--- src/rtl/cbd_pkg.sv ---
// ----------------------------------------------------------------------------
// cbd_pkg
// Shared types and character constants for the chunked body decoder.
// ----------------------------------------------------------------------------
package cbd_pkg;

    localparam logic [7:0] CH_CR    = 8'h0D;
    localparam logic [7:0] CH_LF    = 8'h0A;
    localparam logic [7:0] CH_SP    = 8'h20;
    localparam logic [7:0] CH_TAB   = 8'h09;
    localparam logic [7:0] CH_LOW_X = 8'h78;
    localparam logic [7:0] CH_UP_X  = 8'h58;

    // one hex digit per size-line byte
    localparam int HEX_BITS = 4;

    localparam int FIFO_DEPTH = 4;
    localparam int FIFO_AW    = 2;
    localparam int FIFO_CW    = 3;

    // classified body byte, handed from front to back
    typedef struct packed {
        logic [7:0]          data;
        logic                last;
        logic                is_lf;
        logic                is_cr;
        logic                is_blank;
        logic                is_x;
        logic                is_hex;
        logic [HEX_BITS-1:0] hex_val;
    } cbd_item_t;

endpackage

--- src/rtl/cbd_front.sv ---
// ----------------------------------------------------------------------------
// cbd_front
// Accepts body bytes and classifies them for the size-line parser.
// ----------------------------------------------------------------------------
module cbd_front (
    input  logic               s_valid,
    output logic               s_ready,
    input  logic [7:0]         s_in_byte,
    input  logic               s_in_last,
    output logic               wr_valid,
    input  logic               wr_ready,
    output cbd_pkg::cbd_item_t wr_item
);

    logic                         is_dec;
    logic                         is_lower;
    logic                         is_upper;
    logic [cbd_pkg::HEX_BITS-1:0] hex_val;

    always_comb begin
        is_dec   = (s_in_byte >= 8'h30) && (s_in_byte <= 8'h39);
        is_lower = (s_in_byte >= 8'h61) && (s_in_byte <= 8'h66);
        is_upper = (s_in_byte >= 8'h41) && (s_in_byte <= 8'h46);
        priority if (is_dec) begin
            hex_val = s_in_byte[cbd_pkg::HEX_BITS-1:0];
        end else if (is_lower || is_upper) begin
            // 'a'..'f' and 'A'..'F' share the low three bits 1..6
            hex_val = cbd_pkg::HEX_BITS'(s_in_byte[2:0] + 3'd1) + 4'd8;
        end else begin
            hex_val = '0;
        end
    end

    always_comb begin
        wr_item.data     = s_in_byte;
        wr_item.last     = s_in_last;
        wr_item.is_lf    = (s_in_byte == cbd_pkg::CH_LF);
        wr_item.is_cr    = (s_in_byte == cbd_pkg::CH_CR);
        wr_item.is_blank = (s_in_byte == cbd_pkg::CH_SP) || (s_in_byte == cbd_pkg::CH_TAB);
        wr_item.is_x     = (s_in_byte == cbd_pkg::CH_LOW_X) || (s_in_byte == cbd_pkg::CH_UP_X);
        wr_item.is_hex   = is_dec || is_lower || is_upper;
        wr_item.hex_val  = hex_val;
    end

    assign wr_valid = s_valid;
    assign s_ready  = wr_ready;

endmodule

--- src/rtl/cbd_fifo.sv ---
// ----------------------------------------------------------------------------
// cbd_fifo
// Short queue of classified bytes between the front and back parts.
// ----------------------------------------------------------------------------
module cbd_fifo (
    input  logic               aclk,
    input  logic               aresetn,
    input  logic               wr_valid,
    output logic               wr_ready,
    input  cbd_pkg::cbd_item_t wr_item,
    output logic               rd_valid,
    input  logic               rd_pop,
    output cbd_pkg::cbd_item_t rd_item
);

    cbd_pkg::cbd_item_t                 mem_reg [cbd_pkg::FIFO_DEPTH];
    logic [cbd_pkg::FIFO_AW-1:0]        wptr_reg;
    logic [cbd_pkg::FIFO_AW-1:0]        wptr_next;
    logic [cbd_pkg::FIFO_AW-1:0]        rptr_reg;
    logic [cbd_pkg::FIFO_AW-1:0]        rptr_next;
    logic [cbd_pkg::FIFO_CW-1:0]        count_reg;
    logic [cbd_pkg::FIFO_CW-1:0]        count_next;
    logic                               push;
    logic                               pop;

    assign wr_ready = (count_reg != cbd_pkg::FIFO_CW'(cbd_pkg::FIFO_DEPTH));
    assign rd_valid = (count_reg != '0);
    assign rd_item  = mem_reg[rptr_reg];
    assign push     = wr_valid && wr_ready;
    assign pop      = rd_pop && rd_valid;

    always_comb begin
        wptr_next  = push ? wptr_reg + cbd_pkg::FIFO_AW'(1) : wptr_reg;
        rptr_next  = pop ? rptr_reg + cbd_pkg::FIFO_AW'(1) : rptr_reg;
        count_next = count_reg;
        if (push && !pop) begin
            count_next = count_reg + cbd_pkg::FIFO_CW'(1);
        end else if (pop && !push) begin
            count_next = count_reg - cbd_pkg::FIFO_CW'(1);
        end
    end

    always_ff @(posedge aclk) begin
        if (!aresetn) begin
            wptr_reg  <= '0;
            rptr_reg  <= '0;
            count_reg <= '0;
        end else begin
            wptr_reg  <= wptr_next;
            rptr_reg  <= rptr_next;
            count_reg <= count_next;
        end
    end

    always_ff @(posedge aclk) begin
        if (push) begin
            mem_reg[wptr_reg] <= wr_item;
        end
    end

endmodule

--- src/rtl/cbd_back.sv ---
// ----------------------------------------------------------------------------
// cbd_back
// Size-line parser and payload pass state machine with output register.
// ----------------------------------------------------------------------------
module cbd_back #(
    parameter int SIZE_BITS = 32
) (
    input  logic               aclk,
    input  logic               aresetn,
    input  logic               rd_valid,
    output logic               rd_pop,
    input  cbd_pkg::cbd_item_t rd_item,
    output logic               m_valid,
    input  logic               m_ready,
    output logic               m_has_byte,
    output logic [7:0]         m_out_byte,
    output logic               m_finished,
    output logic [31:0]        m_decoded_count,
    output logic               m_out_last
);

    typedef enum logic [6:0] {
        MODE_LEAD    = 7'b0000001,
        MODE_DIGITS  = 7'b0000010,
        MODE_SKIP    = 7'b0000100,
        MODE_PAYLOAD = 7'b0001000,
        MODE_TRAILCR = 7'b0010000,
        MODE_TRAILLF = 7'b0100000,
        MODE_DONE    = 7'b1000000
    } cbd_mode_t;

    cbd_mode_t              mode_reg;
    cbd_mode_t              mode_next;
    cbd_mode_t              line_mode;
    logic [SIZE_BITS-1:0]   chunk_reg;
    logic [SIZE_BITS-1:0]   chunk_next;
    logic [SIZE_BITS-1:0]   left_reg;
    logic [SIZE_BITS-1:0]   left_next;
    logic [SIZE_BITS-1:0]   digit_size;
    logic                   lz_reg;
    logic                   lz_next;
    logic [31:0]            count_reg;
    logic [31:0]            count_next;
    logic                   line_byte;
    logic                   has;

    logic                   m_valid_reg;
    logic                   has_reg;
    logic [7:0]             byte_reg;
    logic                   fin_reg;
    logic [31:0]            cnt_out_reg;
    logic                   last_reg;

    assign rd_pop = rd_valid && (!m_valid_reg || m_ready);

    always_comb begin
        mode_next  = mode_reg;
        chunk_next = chunk_reg;
        left_next  = left_reg;
        lz_next    = lz_reg;
        count_next = count_reg;
        has        = 1'b0;
        line_byte  = 1'b0;
        line_mode  = MODE_LEAD;
        digit_size = '0;

        unique case (mode_reg)
            MODE_PAYLOAD: begin
                has = 1'b1;
                if (count_reg != '1) begin
                    count_next = count_reg + 32'd1;
                end
                left_next = left_reg - SIZE_BITS'(1);
                if (left_reg == SIZE_BITS'(1)) begin
                    mode_next = MODE_TRAILCR;
                end
            end
            MODE_TRAILCR: begin
                if (rd_item.is_cr) begin
                    mode_next = MODE_TRAILLF;
                end else begin
                    // restart the size line; a non-LF byte is its first byte
                    mode_next  = MODE_LEAD;
                    chunk_next = '0;
                    lz_next    = 1'b0;
                    line_byte  = !rd_item.is_lf;
                end
            end
            MODE_TRAILLF: begin
                mode_next  = MODE_LEAD;
                chunk_next = '0;
                lz_next    = 1'b0;
                line_byte  = !rd_item.is_lf;
            end
            MODE_LEAD, MODE_DIGITS, MODE_SKIP: begin
                line_byte = 1'b1;
                line_mode = mode_reg;
            end
            MODE_DONE: begin
                mode_next = MODE_DONE;
            end
            default: begin
                mode_next = MODE_DONE;
            end
        endcase

        // saturate once the top digit position is occupied
        if (|chunk_next[SIZE_BITS-1 -: cbd_pkg::HEX_BITS]) begin
            digit_size = '1;
        end else begin
            digit_size = {chunk_next[SIZE_BITS-cbd_pkg::HEX_BITS-1:0], rd_item.hex_val};
        end

        if (line_byte) begin
            if (rd_item.is_lf) begin
                if (chunk_next == '0) begin
                    mode_next = MODE_DONE;
                end else begin
                    left_next = chunk_next;
                    mode_next = MODE_PAYLOAD;
                end
            end else begin
                unique case (line_mode)
                    MODE_LEAD: begin
                        if (rd_item.is_hex) begin
                            chunk_next = digit_size;
                            lz_next    = (rd_item.hex_val == '0);
                            mode_next  = MODE_DIGITS;
                        end else if (!rd_item.is_blank) begin
                            mode_next = MODE_SKIP;
                        end
                    end
                    MODE_DIGITS: begin
                        if (lz_next && rd_item.is_x) begin
                            lz_next = 1'b0;
                        end else if (rd_item.is_hex) begin
                            chunk_next = digit_size;
                            lz_next    = 1'b0;
                        end else begin
                            mode_next = MODE_SKIP;
                        end
                    end
                    default: begin
                        // ignore up to LF
                    end
                endcase
            end
        end
    end

    always_ff @(posedge aclk) begin
        if (!aresetn) begin
            mode_reg    <= MODE_LEAD;
            chunk_reg   <= '0;
            left_reg    <= '0;
            lz_reg      <= 1'b0;
            count_reg   <= '0;
            m_valid_reg <= 1'b0;
        end else begin
            if (rd_pop) begin
                m_valid_reg <= 1'b1;
                if (rd_item.last) begin
                    // end of body: start the next one clean
                    mode_reg  <= MODE_LEAD;
                    chunk_reg <= '0;
                    left_reg  <= '0;
                    lz_reg    <= 1'b0;
                    count_reg <= '0;
                end else begin
                    mode_reg  <= mode_next;
                    chunk_reg <= chunk_next;
                    left_reg  <= left_next;
                    lz_reg    <= lz_next;
                    count_reg <= count_next;
                end
            end else if (m_ready) begin
                m_valid_reg <= 1'b0;
            end
        end
    end

    always_ff @(posedge aclk) begin
        if (rd_pop) begin
            has_reg     <= has;
            byte_reg    <= has ? rd_item.data : 8'h00;
            fin_reg     <= (mode_next == MODE_DONE);
            cnt_out_reg <= count_next;
            last_reg    <= rd_item.last;
        end
    end

    assign m_valid         = m_valid_reg;
    assign m_has_byte      = has_reg;
    assign m_out_byte      = byte_reg;
    assign m_finished      = fin_reg;
    assign m_decoded_count = cnt_out_reg;
    assign m_out_last      = last_reg;

endmodule

--- src/rtl/chunked_body_decoder.sv ---
// ----------------------------------------------------------------------------
// chunked_body_decoder
// Streaming decoder for an HTTP chunked transfer body, one byte per beat.
// ----------------------------------------------------------------------------
// Input channel (s_): one raw body byte per beat, s_in_last on the final
// byte of a body. Result channel (m_): exactly one beat per input beat;
// m_has_byte marks a payload byte, m_finished is set once the zero-size
// chunk has been seen, m_decoded_count counts payload bytes of this body
// (saturating), m_out_last echoes s_in_last.
// Throughput: one beat per cycle while the receiver does not stall (m_ready).
// The parser state machine handles one byte per cycle under the same stall
// condition, with a shift-add on the size and a decrement of the remaining
// count. An accepted byte is written into the classifier queue, and the
// output register loads its result when the parser pops it from the queue.
// A four-entry queue sits between the byte classifier and the parser, so
// input keeps flowing while the receiver stalls until the queue fills; the
// result beat then holds in the output register.
// Reset (aresetn low, synchronous) empties the queue, drops the output beat
// and returns the parser to the start of a size line. After a beat with
// s_in_last the parser restarts the same way for the next body.
// ----------------------------------------------------------------------------
module chunked_body_decoder #(
    parameter int SIZE_BITS = 32
) (
    input  logic        aclk,
    input  logic        aresetn,
    input  logic        s_valid,
    output logic        s_ready,
    input  logic [7:0]  s_in_byte,
    input  logic        s_in_last,
    output logic        m_valid,
    input  logic        m_ready,
    output logic        m_has_byte,
    output logic [7:0]  m_out_byte,
    output logic        m_finished,
    output logic [31:0] m_decoded_count,
    output logic        m_out_last
);

    logic               wr_valid;
    logic               wr_ready;
    cbd_pkg::cbd_item_t wr_item;
    logic               rd_valid;
    logic               rd_pop;
    cbd_pkg::cbd_item_t rd_item;

    cbd_front u_front (
        .s_valid   (s_valid),
        .s_ready   (s_ready),
        .s_in_byte (s_in_byte),
        .s_in_last (s_in_last),
        .wr_valid  (wr_valid),
        .wr_ready  (wr_ready),
        .wr_item   (wr_item)
    );

    cbd_fifo u_fifo (
        .aclk     (aclk),
        .aresetn  (aresetn),
        .wr_valid (wr_valid),
        .wr_ready (wr_ready),
        .wr_item  (wr_item),
        .rd_valid (rd_valid),
        .rd_pop   (rd_pop),
        .rd_item  (rd_item)
    );

    cbd_back #(
        .SIZE_BITS (SIZE_BITS)
    ) u_back (
        .aclk            (aclk),
        .aresetn         (aresetn),
        .rd_valid        (rd_valid),
        .rd_pop          (rd_pop),
        .rd_item         (rd_item),
        .m_valid         (m_valid),
        .m_ready         (m_ready),
        .m_has_byte      (m_has_byte),
        .m_out_byte      (m_out_byte),
        .m_finished      (m_finished),
        .m_decoded_count (m_decoded_count),
        .m_out_last      (m_out_last)
    );

endmodule

--- config.mk ---
export PLATFORM = sky130hd
export DESIGN_NAME = chunked_body_decoder
export DESIGN_NICKNAME = d
export VERILOG_FILES = /design/src/rtl/cbd_pkg.sv /design/src/rtl/cbd_front.sv /design/src/rtl/cbd_fifo.sv /design/src/rtl/cbd_back.sv /design/src/rtl/chunked_body_decoder.sv
export SDC_FILE = /design/constraint.sdc
export NUM_CORES = 1
export LEC_CHECK = 0
export BUFFER_PORTS_ARGS = -buffer_cell sky130_fd_sc_hd__buf_2
export CORE_UTILIZATION = 30
export DETAILED_ROUTE_END_ITERATION = 6
export HOLD_SLACK_MARGIN = 0.05
export PLACE_DENSITY_LB_ADDON = 0.08
export SLEW_MARGIN = 10
export SYNTH_ARGS = -nofsm -noshare
export SYNTH_HDL_FRONTEND = slang
export SYNTH_SLANG_ARGS = --single-unit
export TNS_END_PERCENT = 1
--- constraint.sdc ---
create_clock -name aclk -period 3.41 [get_ports aclk]
set_clock_uncertainty 0.15 [all_clocks]
set_input_delay 0.341 -clock aclk [delete_from_list [all_inputs] [get_ports aclk]]
set_output_delay 0.341 -clock aclk [all_outputs]
set_load 0.005 [all_outputs]
Word level (Yosys, flattened, before mapping)
Memory sizes are Yosys's and may differ from the RTL's. A register that Yosys moved wholly into a read port is not among the register bits.
Cells that the tools add are included.
Word-level totals
  logic and storage cells: 125
  bits in writable memories: 72
  output and inout port bits: 45
  flip-flop bits (word level): 155
  memories kept: 1
Operators by class
  $lt $le $gt $ge: 6
  equal/unequal tests: 18
  reductions and logical operators: 26
  add/sub/neg operators: 8
  mux-type cells: 52
Memories
  u_fifo.mem_reg: depth 4, width 18, rd ports 1, clocked after memory_dff 1, wr ports 1, line cbd_fifo.sv:16  | cbd_pkg::cbd_item_t mem_reg [cbd_pkg::FIFO_DEPTH];
Operators by type and width (count)
  32-bit 2-to-1 mux: 15
  32-bit case mux with 2 select lines: 2
  7-bit 2-to-1 mux: 10
  32-bit by 1-bit adder with 32-bit output (second input constant): 1
  32-bit by 1-bit equality test with 1-bit output (second input constant): 1
  32-bit zero test: 1
  32-bit != test (second input constant): 1
  32-bit by 1-bit subtractor with 32-bit output (second input constant): 1
  7-bit case mux with 4 select lines: 1
  8-bit by 4-bit equality test with 1-bit output (second input constant): 3
  8-bit by 7-bit equality test with 1-bit output (second input constant): 2
  8-bit by 7-bit greater-or-equal comparator with 1-bit output (second input constant): 2
  8-bit by 7-bit <= comparator with 1-bit output (second input constant): 2
  7-bit by 1-bit equality test with 1-bit output (second input constant): 2
  7-bit by 2-bit equality test with 1-bit output (second input constant): 2
  7-bit case mux with 2 select lines: 1
  1-bit 2-to-1 mux: 13
  1-bit logical AND: 9
  8-bit by 6-bit equality test with 1-bit output (second input constant): 1
  8-bit by 6-bit greater-or-equal comparator with 1-bit output (second input constant): 1
  8-bit by 6-bit <= comparator with 1-bit output (second input constant): 1
  4-bit 2-to-1 mux: 2
  7-bit by 3-bit equality test with 1-bit output (second input constant): 1
  7-bit by 4-bit equality test with 1-bit output (second input constant): 1
  other kinds (21): 34

Logic depth before layout (Yosys ltp)
Gate-level depths: netlist of the first run.
  depth in word-level cells: 10
  mapped depth: 11
  depth with buffers taken out: 9

Cells and area by module
From an unflattened synthesis of the first run, not the netlist that was laid out.
Unflattened totals
  cell total of the unflattened synthesis: 1010
  area, all modules: 10956.8 um2
By module, submodules not included
  cbd_back: seq. area each 3393.3 um2, cells each 821, area each 7465.9 um2, instances 1
  cbd_fifo: seq. area each 2342.2 um2, cells each 142, area each 3134.3 um2, instances 1
  cbd_front: seq. area each 0.0 um2, cells each 47, area each 356.6 um2, instances 1

Worst setup path after synthesis of the first run
Ideal clock, no wire load.
  kind: register to register
  start: register u_fifo.count_reg[0] in the netlist's numbering
  end: register u_back.count_reg[25]
  stages on the path, launching flop included: 9
  path slack: 0.162 ns
  clock period less this slack: 3.248 ns
  arrival: 3.011 ns
  path through: dfxtp_1 nor3_1 or2_2 clkinv_1 nor2_1 clkbuf_1 clkbuf_1 o21ai_0 o31ai_1
On the way
  longest elaborated chain between the ends: 2
Ends and longest elaborated chain
  from (decl): line cbd_fifo.sv:21  | logic [cbd_pkg::FIFO_CW-1:0] count_reg;
  from (signal assigned): line cbd_fifo.sv:51  | count_reg <= count_next;
  3-bit nonzero test: line cbd_fifo.sv:27  | assign rd_valid = (count_reg != '0);
  1-bit logical AND: line cbd_back.sv:54  | assign rd_pop = rd_valid && (!m_valid_reg || m_ready);
  via rd_pop: line chunked_body_decoder.sv:44  | logic rd_pop;
  to (signal assigned): line cbd_back.sv:174  | count_reg <= count_next;
  to (decl): line cbd_back.sv:42  | logic [31:0] count_reg;
The timed path passes the listed nets, and every way through them passes these cells.
A chain may end at the register's enable or synchronous reset.

Worst setup path in the final report of the first run
  start: register u_back.left_reg[15]
  end: register u_back.left_reg[29]
On the way
  longest elaborated chain between the ends: 6
Ends and longest elaborated chain
  from (decl): line cbd_back.sv:37  | logic [SIZE_BITS-1:0] left_reg;
  from (signal assigned): line cbd_back.sv:172  | left_reg <= left_next;
  32-bit by 1-bit subtractor with 32-bit output *: line cbd_back.sv:73  | left_next = left_reg - SIZE_BITS'(1);
  32-bit 2-to-1 mux *: line cbd_back.sv:67  | unique case (mode_reg)
  32-bit 2-to-1 mux: line cbd_back.sv:116  | if (chunk_next == '0) begin
  32-bit 2-to-1 mux: line cbd_back.sv:115  | if (rd_item.is_lf) begin
  32-bit 2-to-1 mux *: line cbd_back.sv:114  | if (line_byte) begin
  32-bit 2-to-1 mux *: line cbd_back.sv:162  | if (rd_item.last) begin
Mark *: on every way between the ends. The rest lies on a longest branch, timed or not.

==> impl_results.rst, run 1 <==
.. list-table::
   :header-rows: 1

   * - Metric
     - Value
   * - DRC marker count from the first detailed-route iteration
     - 502
   * - Setup slack, reg-to-reg
     - 0.44 ns
   * - Global placer's final weighted congestion
     - 0.775
   * - Remaining design rule violation count
     - 2
   * - CP startpoint
     - u_back.left_reg[15]
   * - Number of buffers created by CTS
     - 28
   * - Destination of the critical timing path
     - u_back.left_reg[29]
   * - Violations in the final reports
     - DRC
   * - Async set-reset flop share out of synthesis
     - 0
   * - Number of buffers added for setup after CTS
     - 0
   * - Start of the worst register-to-register path
     - u_back.left_reg[15]
   * - Effective utilization at floorplan
     - 0.308
   * - Number of placement rows
     - 67
   * - Core footprint
     - 33900 um2
   * - Inserted Diodes
     - 0
   * - Worst EP arrival
     - 3.29 ns
   * - Layout net count
     - 1069
   * - Commonest non-fill, non-tap cells in the layout
     - edfxtp_1, dfxtp_1, nor2_1, o21ai_0, nand2_1
   * - Cts-stage hold buffer count
     - 10
   * - First-pass GRT wire length
     - 44400 um
   * - Avg WL per Cell
     - 18.6 um
   * - Floorplan die area
     - 35500 um2
   * - Cell area after synthesis
     - 10400 um2
   * - Final setup vio count
     - 0
   * - Maximum level of the CTS H-tree
     - 1
   * - Flip-flop count of the largest register, all copies and words added
     - 72
   * - TritonCTS sink count
     - 229
   * - Count of cells along the worst register-to-register path
     - 7
   * - Static leakage
     - 0.00438 uW
   * - Ratio of total power to cell area
     - 717 nW/um2
   * - Min-Delay Path Depth
     - 2
   * - Path category of the worst min-delay check
     - in -> reg
   * - Commonest register cell after synthesis
     - edfxtp_1
   * - Number of nets produced by synthesis
     - 996
   * - Kind of end point of the critical path
     - register
   * - Routed length on met2
     - 12800 um
   * - Final cell area excluding filler cells
     - 12400 um2
   * - Most frequent standard cell in the layout excluding fill and tap cells
     - edfxtp_1
   * - Largest net degree at the start of global routing
     - 62
   * - Width of the chip
     - 188 um
   * - Max-capacitance violation count
     - 0
   * - Final Max Slew Viols
     - 0
   * - Number of global-route vias before repair
     - 7587
   * - Post-synthesis sequential element count
     - 229
   * - Number of flops mapped to enable cells by yosys
     - 115
   * - Cell at the root of the clock tree
     - clkbuf_16
   * - Global-route congestion overflow total
     - 0
   * - Number of primary I/O pins
     - 58
   * - Uppermost layer routed
     - met4
   * - Total routing resource utilization after global routing
     - 0.158
   * - Vias per Instance
     - 5.13
   * - Worst supply voltage drop on vdd
     - 0.414 mV
   * - Largest fanout on the critical path
     - 10
   * - Distinct cells, synth
     - 72
   * - Count of filler cells inserted in the layout
     - 3363
   * - Fraction of layout instances using a drive strength above 1
     - 0.166
   * - Mean instance size in the synthesized netlist
     - 10.8 um2
   * - Terminus of the critical flop-to-flop path
     - u_back.left_reg[29]
   * - Wire length on met1
     - 13600 um
   * - Detailed route wirelength on metal3
     - 1020 um
   * - Largest buffer count on any clock path
     - 3
   * - Final Hold Viols
     - 0
   * - Post-CTS Resized
     - 0
   * - Final wirelength
     - 28100 um
   * - Die span in y
     - 188 um
   * - Number of antenna violations at the first check in global routing
     - 0
   * - Count of TritonRoute iterations in the first routing pass
     - 7
   * - HPWL after detailed placement
     - 18600 um
   * - Part of the Yosys area used for sequential elements
     - 0.550
   * - Number of cells produced by synthesis
     - 969
   * - Critical path data required time
     - 3.73 ns
   * - Post-route minimum period
     - 2.97 ns
   * - Port bufs
     - 57
   * - Post-synthesis to final-layout area growth
     - 19.4%
   * - Setup total negative slack
     - 0 ns
   * - Post-DRT Antenna Nets
     - 0
   * - Measured slew at the worst slew-check pin
     - 1.16 ns
   * - Count of yosys warnings during synthesis
     - 0
   * - Timing-limited maximum frequency
     - 337 MHz
   * - Slew Limit Headroom
     - 0.223
   * - Type of the setup path with the least slack
     - reg -> reg
   * - Vias after detailed routing
     - 7751
   * - Placement-stage cell area
     - 11300 um2
   * - CTS tree
     - built
   * - Clk_lat worst skew
     - 0.54 ns
   * - Clk slew on worst S/H paths
     - 0.06 ns
   * - Setup repair after global routing missed its margin
     - no
   * - Category of the worst setup path launch point
     - register
   * - Period utilization
     - 0.870
   * - Outcome
     - finished, violations left
worst max-delay path, stage by stage, from the launching register on:
cell and delay, ns:
dfxtp_1 0.35, or4_1 0.60, nor3_1 0.43, nand3_1 0.44, or4_4 0.57, nor4_2 0.16, a21oi_1 0.07, a31oi_1 0.13
cells in the mapped netlist (5+ instances only):
cell type / count / area, um2
nand2b_1: 7 / 43.8
edfxtp_1: 115 / 3450
a31oi_1: 15 / 93.8
nor3_1: 28 / 140
a22oi_1: 7 / 52.6
and2_1: 7 / 43.8
nand2_1: 61 / 229
mux4_2: 17 / 383
a21oi_1: 39 / 195
or4_1: 8 / 60.1
nor2b_1: 9 / 56.3
o31ai_1: 23 / 173
buf_2: 14 / 70.1
nor4_1: 17 / 106
clkbuf_1: 37 / 139
ha_1: 13 / 163
or3_1: 12 / 75.1
dfxtp_1: 114 / 2280
and3_1: 22 / 138
xor2_1: 12 / 105
inv_1: 19 / 71.3
o22ai_1: 7 / 43.8
o2bb2ai_1: 29 / 254
nor2_1: 93 / 349
nand3_1: 37 / 185
xnor2_1: 29 / 254
nor3_2: 5 / 50.1
o21ai_0: 78 / 390
o211ai_1: 6 / 45.0
nand4_1: 14 / 87.6
stage by stage:
stage | hold WS [ns] | setup slack, ns | cells | utilization | power, uW
after detailed placement | 0.299 | 0.454 | 1450 | 0.334 | 5730
after floorplan | 0.277 | 0.162 | 969 | - | 4830
final | 0.0939 | 0.444 | 1512 | 0.368 | 8930
after CTS | 0.0696 | 0.421 | 1512 | 0.368 | 9070
after global routing | 0.0801 | 0.129 | 1512 | 0.368 | 9410
after global placement | 0.291 | 0.565 | 1450 | 0.334 | 5730
layer usage:
layer,global-route usage,vias up
li1,-,3805
met1,0.218,3750
met2,0.254,149
met3,0.0237,47
met4,0.0475,0
met5,0,-
cell type report:
cell class	instances	area, um2	share of cell area
clock inverter	17	268	0.0215
tap	448	561	0.0450
clock buffer	35	768	0.0617
timing repair buffer	98	643	0.0517
inverter	20	75.1	0.00603
sequential	229	5740	0.461
multi-input combinational	665	4400	0.353
worst min-delay path by stage:
| stage | end | start |
|---|---|---|
| global route | u_back.mode_reg[4] | aresetn |
| detailed placement | u_back.left_reg[25] | u_back.left_reg[25] |
| finish | u_back.mode_reg[4] | aresetn |
| CTS | u_back.mode_reg[4] | aresetn |
| global placement | u_back.left_reg[25] | u_back.left_reg[25] |
| floorplan | u_back.left_reg[25] | u_back.left_reg[25] |
kinds of logic after synthesis:
kind of cell    synth area share
compound gates             0.146
xor+xnor                  0.0344
fa+ha+maj                 0.0175
buf+inv                   0.0298
flops                      0.550
mux                       0.0427
simple gates               0.179
where the power goes:
| group | internal, uW | switching [uW] |
|---|---|---|
| sequential | 3350 | 154 |
| combinational | 754 | 1370 |
| clock | 2120 | 1180 |
(Power assumes the default switching activity.)
==> inputs of run 2 (changes only) <==
Settings changed: CORE_ASPECT_RATIO set to 0.9.
==> impl_results.rst, run 2 (same netlist as run 1, synthesis figures left out) <==
.. list-table::
   :header-rows: 1

   * - Metric
     - Value
   * - Global Route met2 Usage
     - 0.245 (was 0.254)
   * - Final cell area excluding filler cells
     - 12300 um2 (was 12400 um2)
   * - Floorplan die area
     - 35500 um2 (about the same)
   * - Effective utilization at floorplan
     - 0.306 (was 0.308)
   * - Post-DRT Antenna Nets
     - 0 (unchanged)
   * - Final setup vio count
     - 0 (unchanged)
   * - Global placer's final weighted congestion
     - 0.771 (was 0.775)
   * - Largest net degree at the start of global routing
     - 51 (was 62)
   * - Worst supply voltage drop on vdd
     - 0.512 mV (was 0.414 mV)
   * - Maximum level of the CTS H-tree
     - 1 (unchanged)
   * - Measured slew at the worst slew-check pin
     - 1.12 ns (was 1.16 ns)
   * - CP startpoint
     - u_fifo.count_reg[0] (was u_back.left_reg[15])
   * - Count of TritonRoute iterations in the first routing pass
     - 5 (was 7)
   * - Fraction of layout instances using a drive strength above 1
     - 0.164 (was 0.166)
   * - Hold path start
     - m_ready (was aresetn)
   * - DRC marker count from the first detailed-route iteration
     - 461 (was 502)
   * - Most frequent standard cell in the layout excluding fill and tap cells
     - edfxtp_1 (unchanged)
   * - Number of antenna violations at the first check in global routing
     - 1 (was 0)
   * - Clk slew on worst S/H paths
     - 0.06 ns (about the same)
   * - Most used routing layer
     - met2 (unchanged)
   * - Vias after detailed routing
     - 7752 (was 7751)
   * - HPWL after detailed placement
     - 18700 um (was 18600 um)
   * - Number of global-route vias before repair
     - 7530 (was 7587)
   * - Outcome
     - finished clean (was finished, violations left)
   * - CTS tree
     - built (unchanged)
   * - Kind of end point of the critical path
     - register (unchanged)
   * - TritonCTS sink count
     - 229 (unchanged)
   * - First-pass GRT wire length
     - 44300 um (was 44400 um)
   * - Largest fanout on the critical path
     - 50 (was 10)
   * - Final Max Slew Viols
     - 0 (unchanged)
   * - Ratio of total power to cell area
     - 686 nW/um2 (was 717 nW/um2)
   * - Cell at the root of the clock tree
     - clkbuf_16 (unchanged)
   * - Start of the worst register-to-register path
     - u_fifo.count_reg[0] (was u_back.left_reg[15])
   * - Met3 Use GR
     - 0.0246 (was 0.0237)
   * - Flip-flop count of the largest register, all copies and words added
     - 72 (unchanged)
   * - Die span in y
     - 179 um (was 188 um)
   * - Worst-path cell chain
     - nor3_1 -> nor3_2 -> buf_4 -> nand2_2 -> buf_4 -> o21ai_0 -> a32o_1 (was or4_1 -> nor3_1 -> nand3_1 -> or4_4 -> nor4_2 -> a21oi_1 -> a31oi_1)
   * - Type of the setup path with the least slack
     - reg -> reg (unchanged)
   * - Period utilization
     - 0.850 (was 0.870)
   * - Category of the worst setup path launch point
     - register (unchanged)
   * - Number of buffers created by CTS
     - 26 (was 28)
   * - Global-route congestion overflow total
     - 0 (unchanged)
   * - Remaining design rule violation count
     - 0 (was 2)
   * - Final wirelength
     - 28000 um (was 28100 um)
   * - CP most frequent cell
     - buf_4
   * - Count of non-filler cells in the finished layout
     - 1524 (was 1512)
   * - Core footprint
     - 34100 um2 (was 33900 um2)
   * - Commonest non-fill, non-tap cells in the layout
     - edfxtp_1, dfxtp_1, nor2_1, o21ai_0, nand2_1 (unchanged)
   * - Total power after layout
     - 8410 uW (was 8930 uW)
   * - Worst EP arrival
     - 3.17 ns (was 3.29 ns)
   * - Critical path's slowest cell
     - nor3_1 (was or4_1)
   * - Placement-stage cell area
     - 11300 um2 (about the same)
   * - Avg WL per Cell
     - 18.3 um (was 18.6 um)
   * - Path category of the worst min-delay check
     - in -> reg (unchanged)
   * - Static leakage
     - 0.00429 uW (was 0.00438 uW)
   * - Clk_lat worst skew
     - 0.53 ns (was 0.54 ns)
   * - Largest buffer count on any clock path
     - 3 (unchanged)
   * - Setup repair after global routing missed its margin
     - no (unchanged)
   * - Number of placement rows
     - 64 (was 67)
   * - CP bufs+invs
     - 2 (was 0)
   * - Timing-limited maximum frequency
     - 345 MHz (was 337 MHz)
   * - Final Hold Viols
     - 0 (unchanged)
   * - Layout net count
     - 1068 (was 1069)
   * - Setup total negative slack
     - 0 ns (unchanged)
   * - Vias per Instance
     - 5.09 (was 5.13)
   * - Global-route track usage on met1
     - 0.238 (was 0.218)
   * - Number of primary I/O pins
     - 58 (unchanged)
   * - Max-capacitance violation count
     - 0 (unchanged)
   * - Placed cell count
     - 1466 (was 1450)
   * - Total routing resource utilization after global routing
     - 0.161 (was 0.158)
   * - Port bufs
     - 57 (unchanged)
   * - Post-route minimum period
     - 2.90 ns (was 2.97 ns)
   * - Family with the most delay on the worst path
     - simple AND/OR/NAND/NOR gates (unchanged)
   * - Post-synthesis to final-layout area growth
     - 17.5% (was 19.4%)
   * - Critical path data required time
     - 3.68 ns (was 3.73 ns)
   * - Post-CTS Resized
     - 0 (unchanged)
   * - Highest cell delay on the worst timing path
     - 0.74 ns (was 0.60 ns)
   * - Slew Limit Headroom
     - 0.249 (was 0.223)
   * - Width of the chip
     - 199 um (was 188 um)
==> run 2: through the flow <==
stage	utilization	hold WS (ns)	setup WS (ns)
after floorplan	-	0.277	0.162
after global placement	0.332	0.297	0.502
after detailed placement	0.332	0.291	0.537
after CTS	0.359	0.0651	0.504
after global routing	0.359	0.143	0.317
final	0.359	0.111	0.512
==> run 2: power breakdown <==
group	leakage [uW]	internal (uW)	switching, uW
sequential	0.00200	3350	148
combinational	0.00189	764	1400
clock	0.000403	1620	1140
total	0.00429	5730	2680
==> run 2: what timing repair did <==
action / in CTS / in global routing
buffers inserted: 0 / 0
endpoints found under the hold margin: 36 / 0
hold buffers: 9 / 0
==> run 2: worst reg2reg max path, cell delays in order (launching register included) <==
cell and delay [ns]:
dfxtp_1 0.35, nor3_1 0.74, nor3_2 0.09, buf_4 0.19, nand2_2 0.25, buf_4 0.54, o21ai_0 0.24, a32o_1 0.24
==> run 2: metal layers <==
layer	routed length (um)	vias to the layer above
met5	0	-
met4	509	0
met3	1060	31
met2	12100	119
met1	14300	3806
li1	-	3796
==> run 2: path summary, 6_finish.rpt <==
check	depth (start not counted)	endpoint	slack (ns)
worst max-delay path	7	u_back.count_reg[1]	0.51
worst min-delay path	4	u_back.m_valid	0.11
worst max register to register	7	u_back.count_reg[1]	0.51
worst min register to register	2	u_back.left_reg[25]	0.30
==> run 2: cell type report <==
cell class,count,area [um2]
fillers,3488,21900
flip-flops and latches,229,5740
multi-input cells,665,4400
clock buffers,34,712
repair buffers,99,623
well taps,462,578
clock inverters,14,129
inverters,20,75.1
diodes,1,2.50
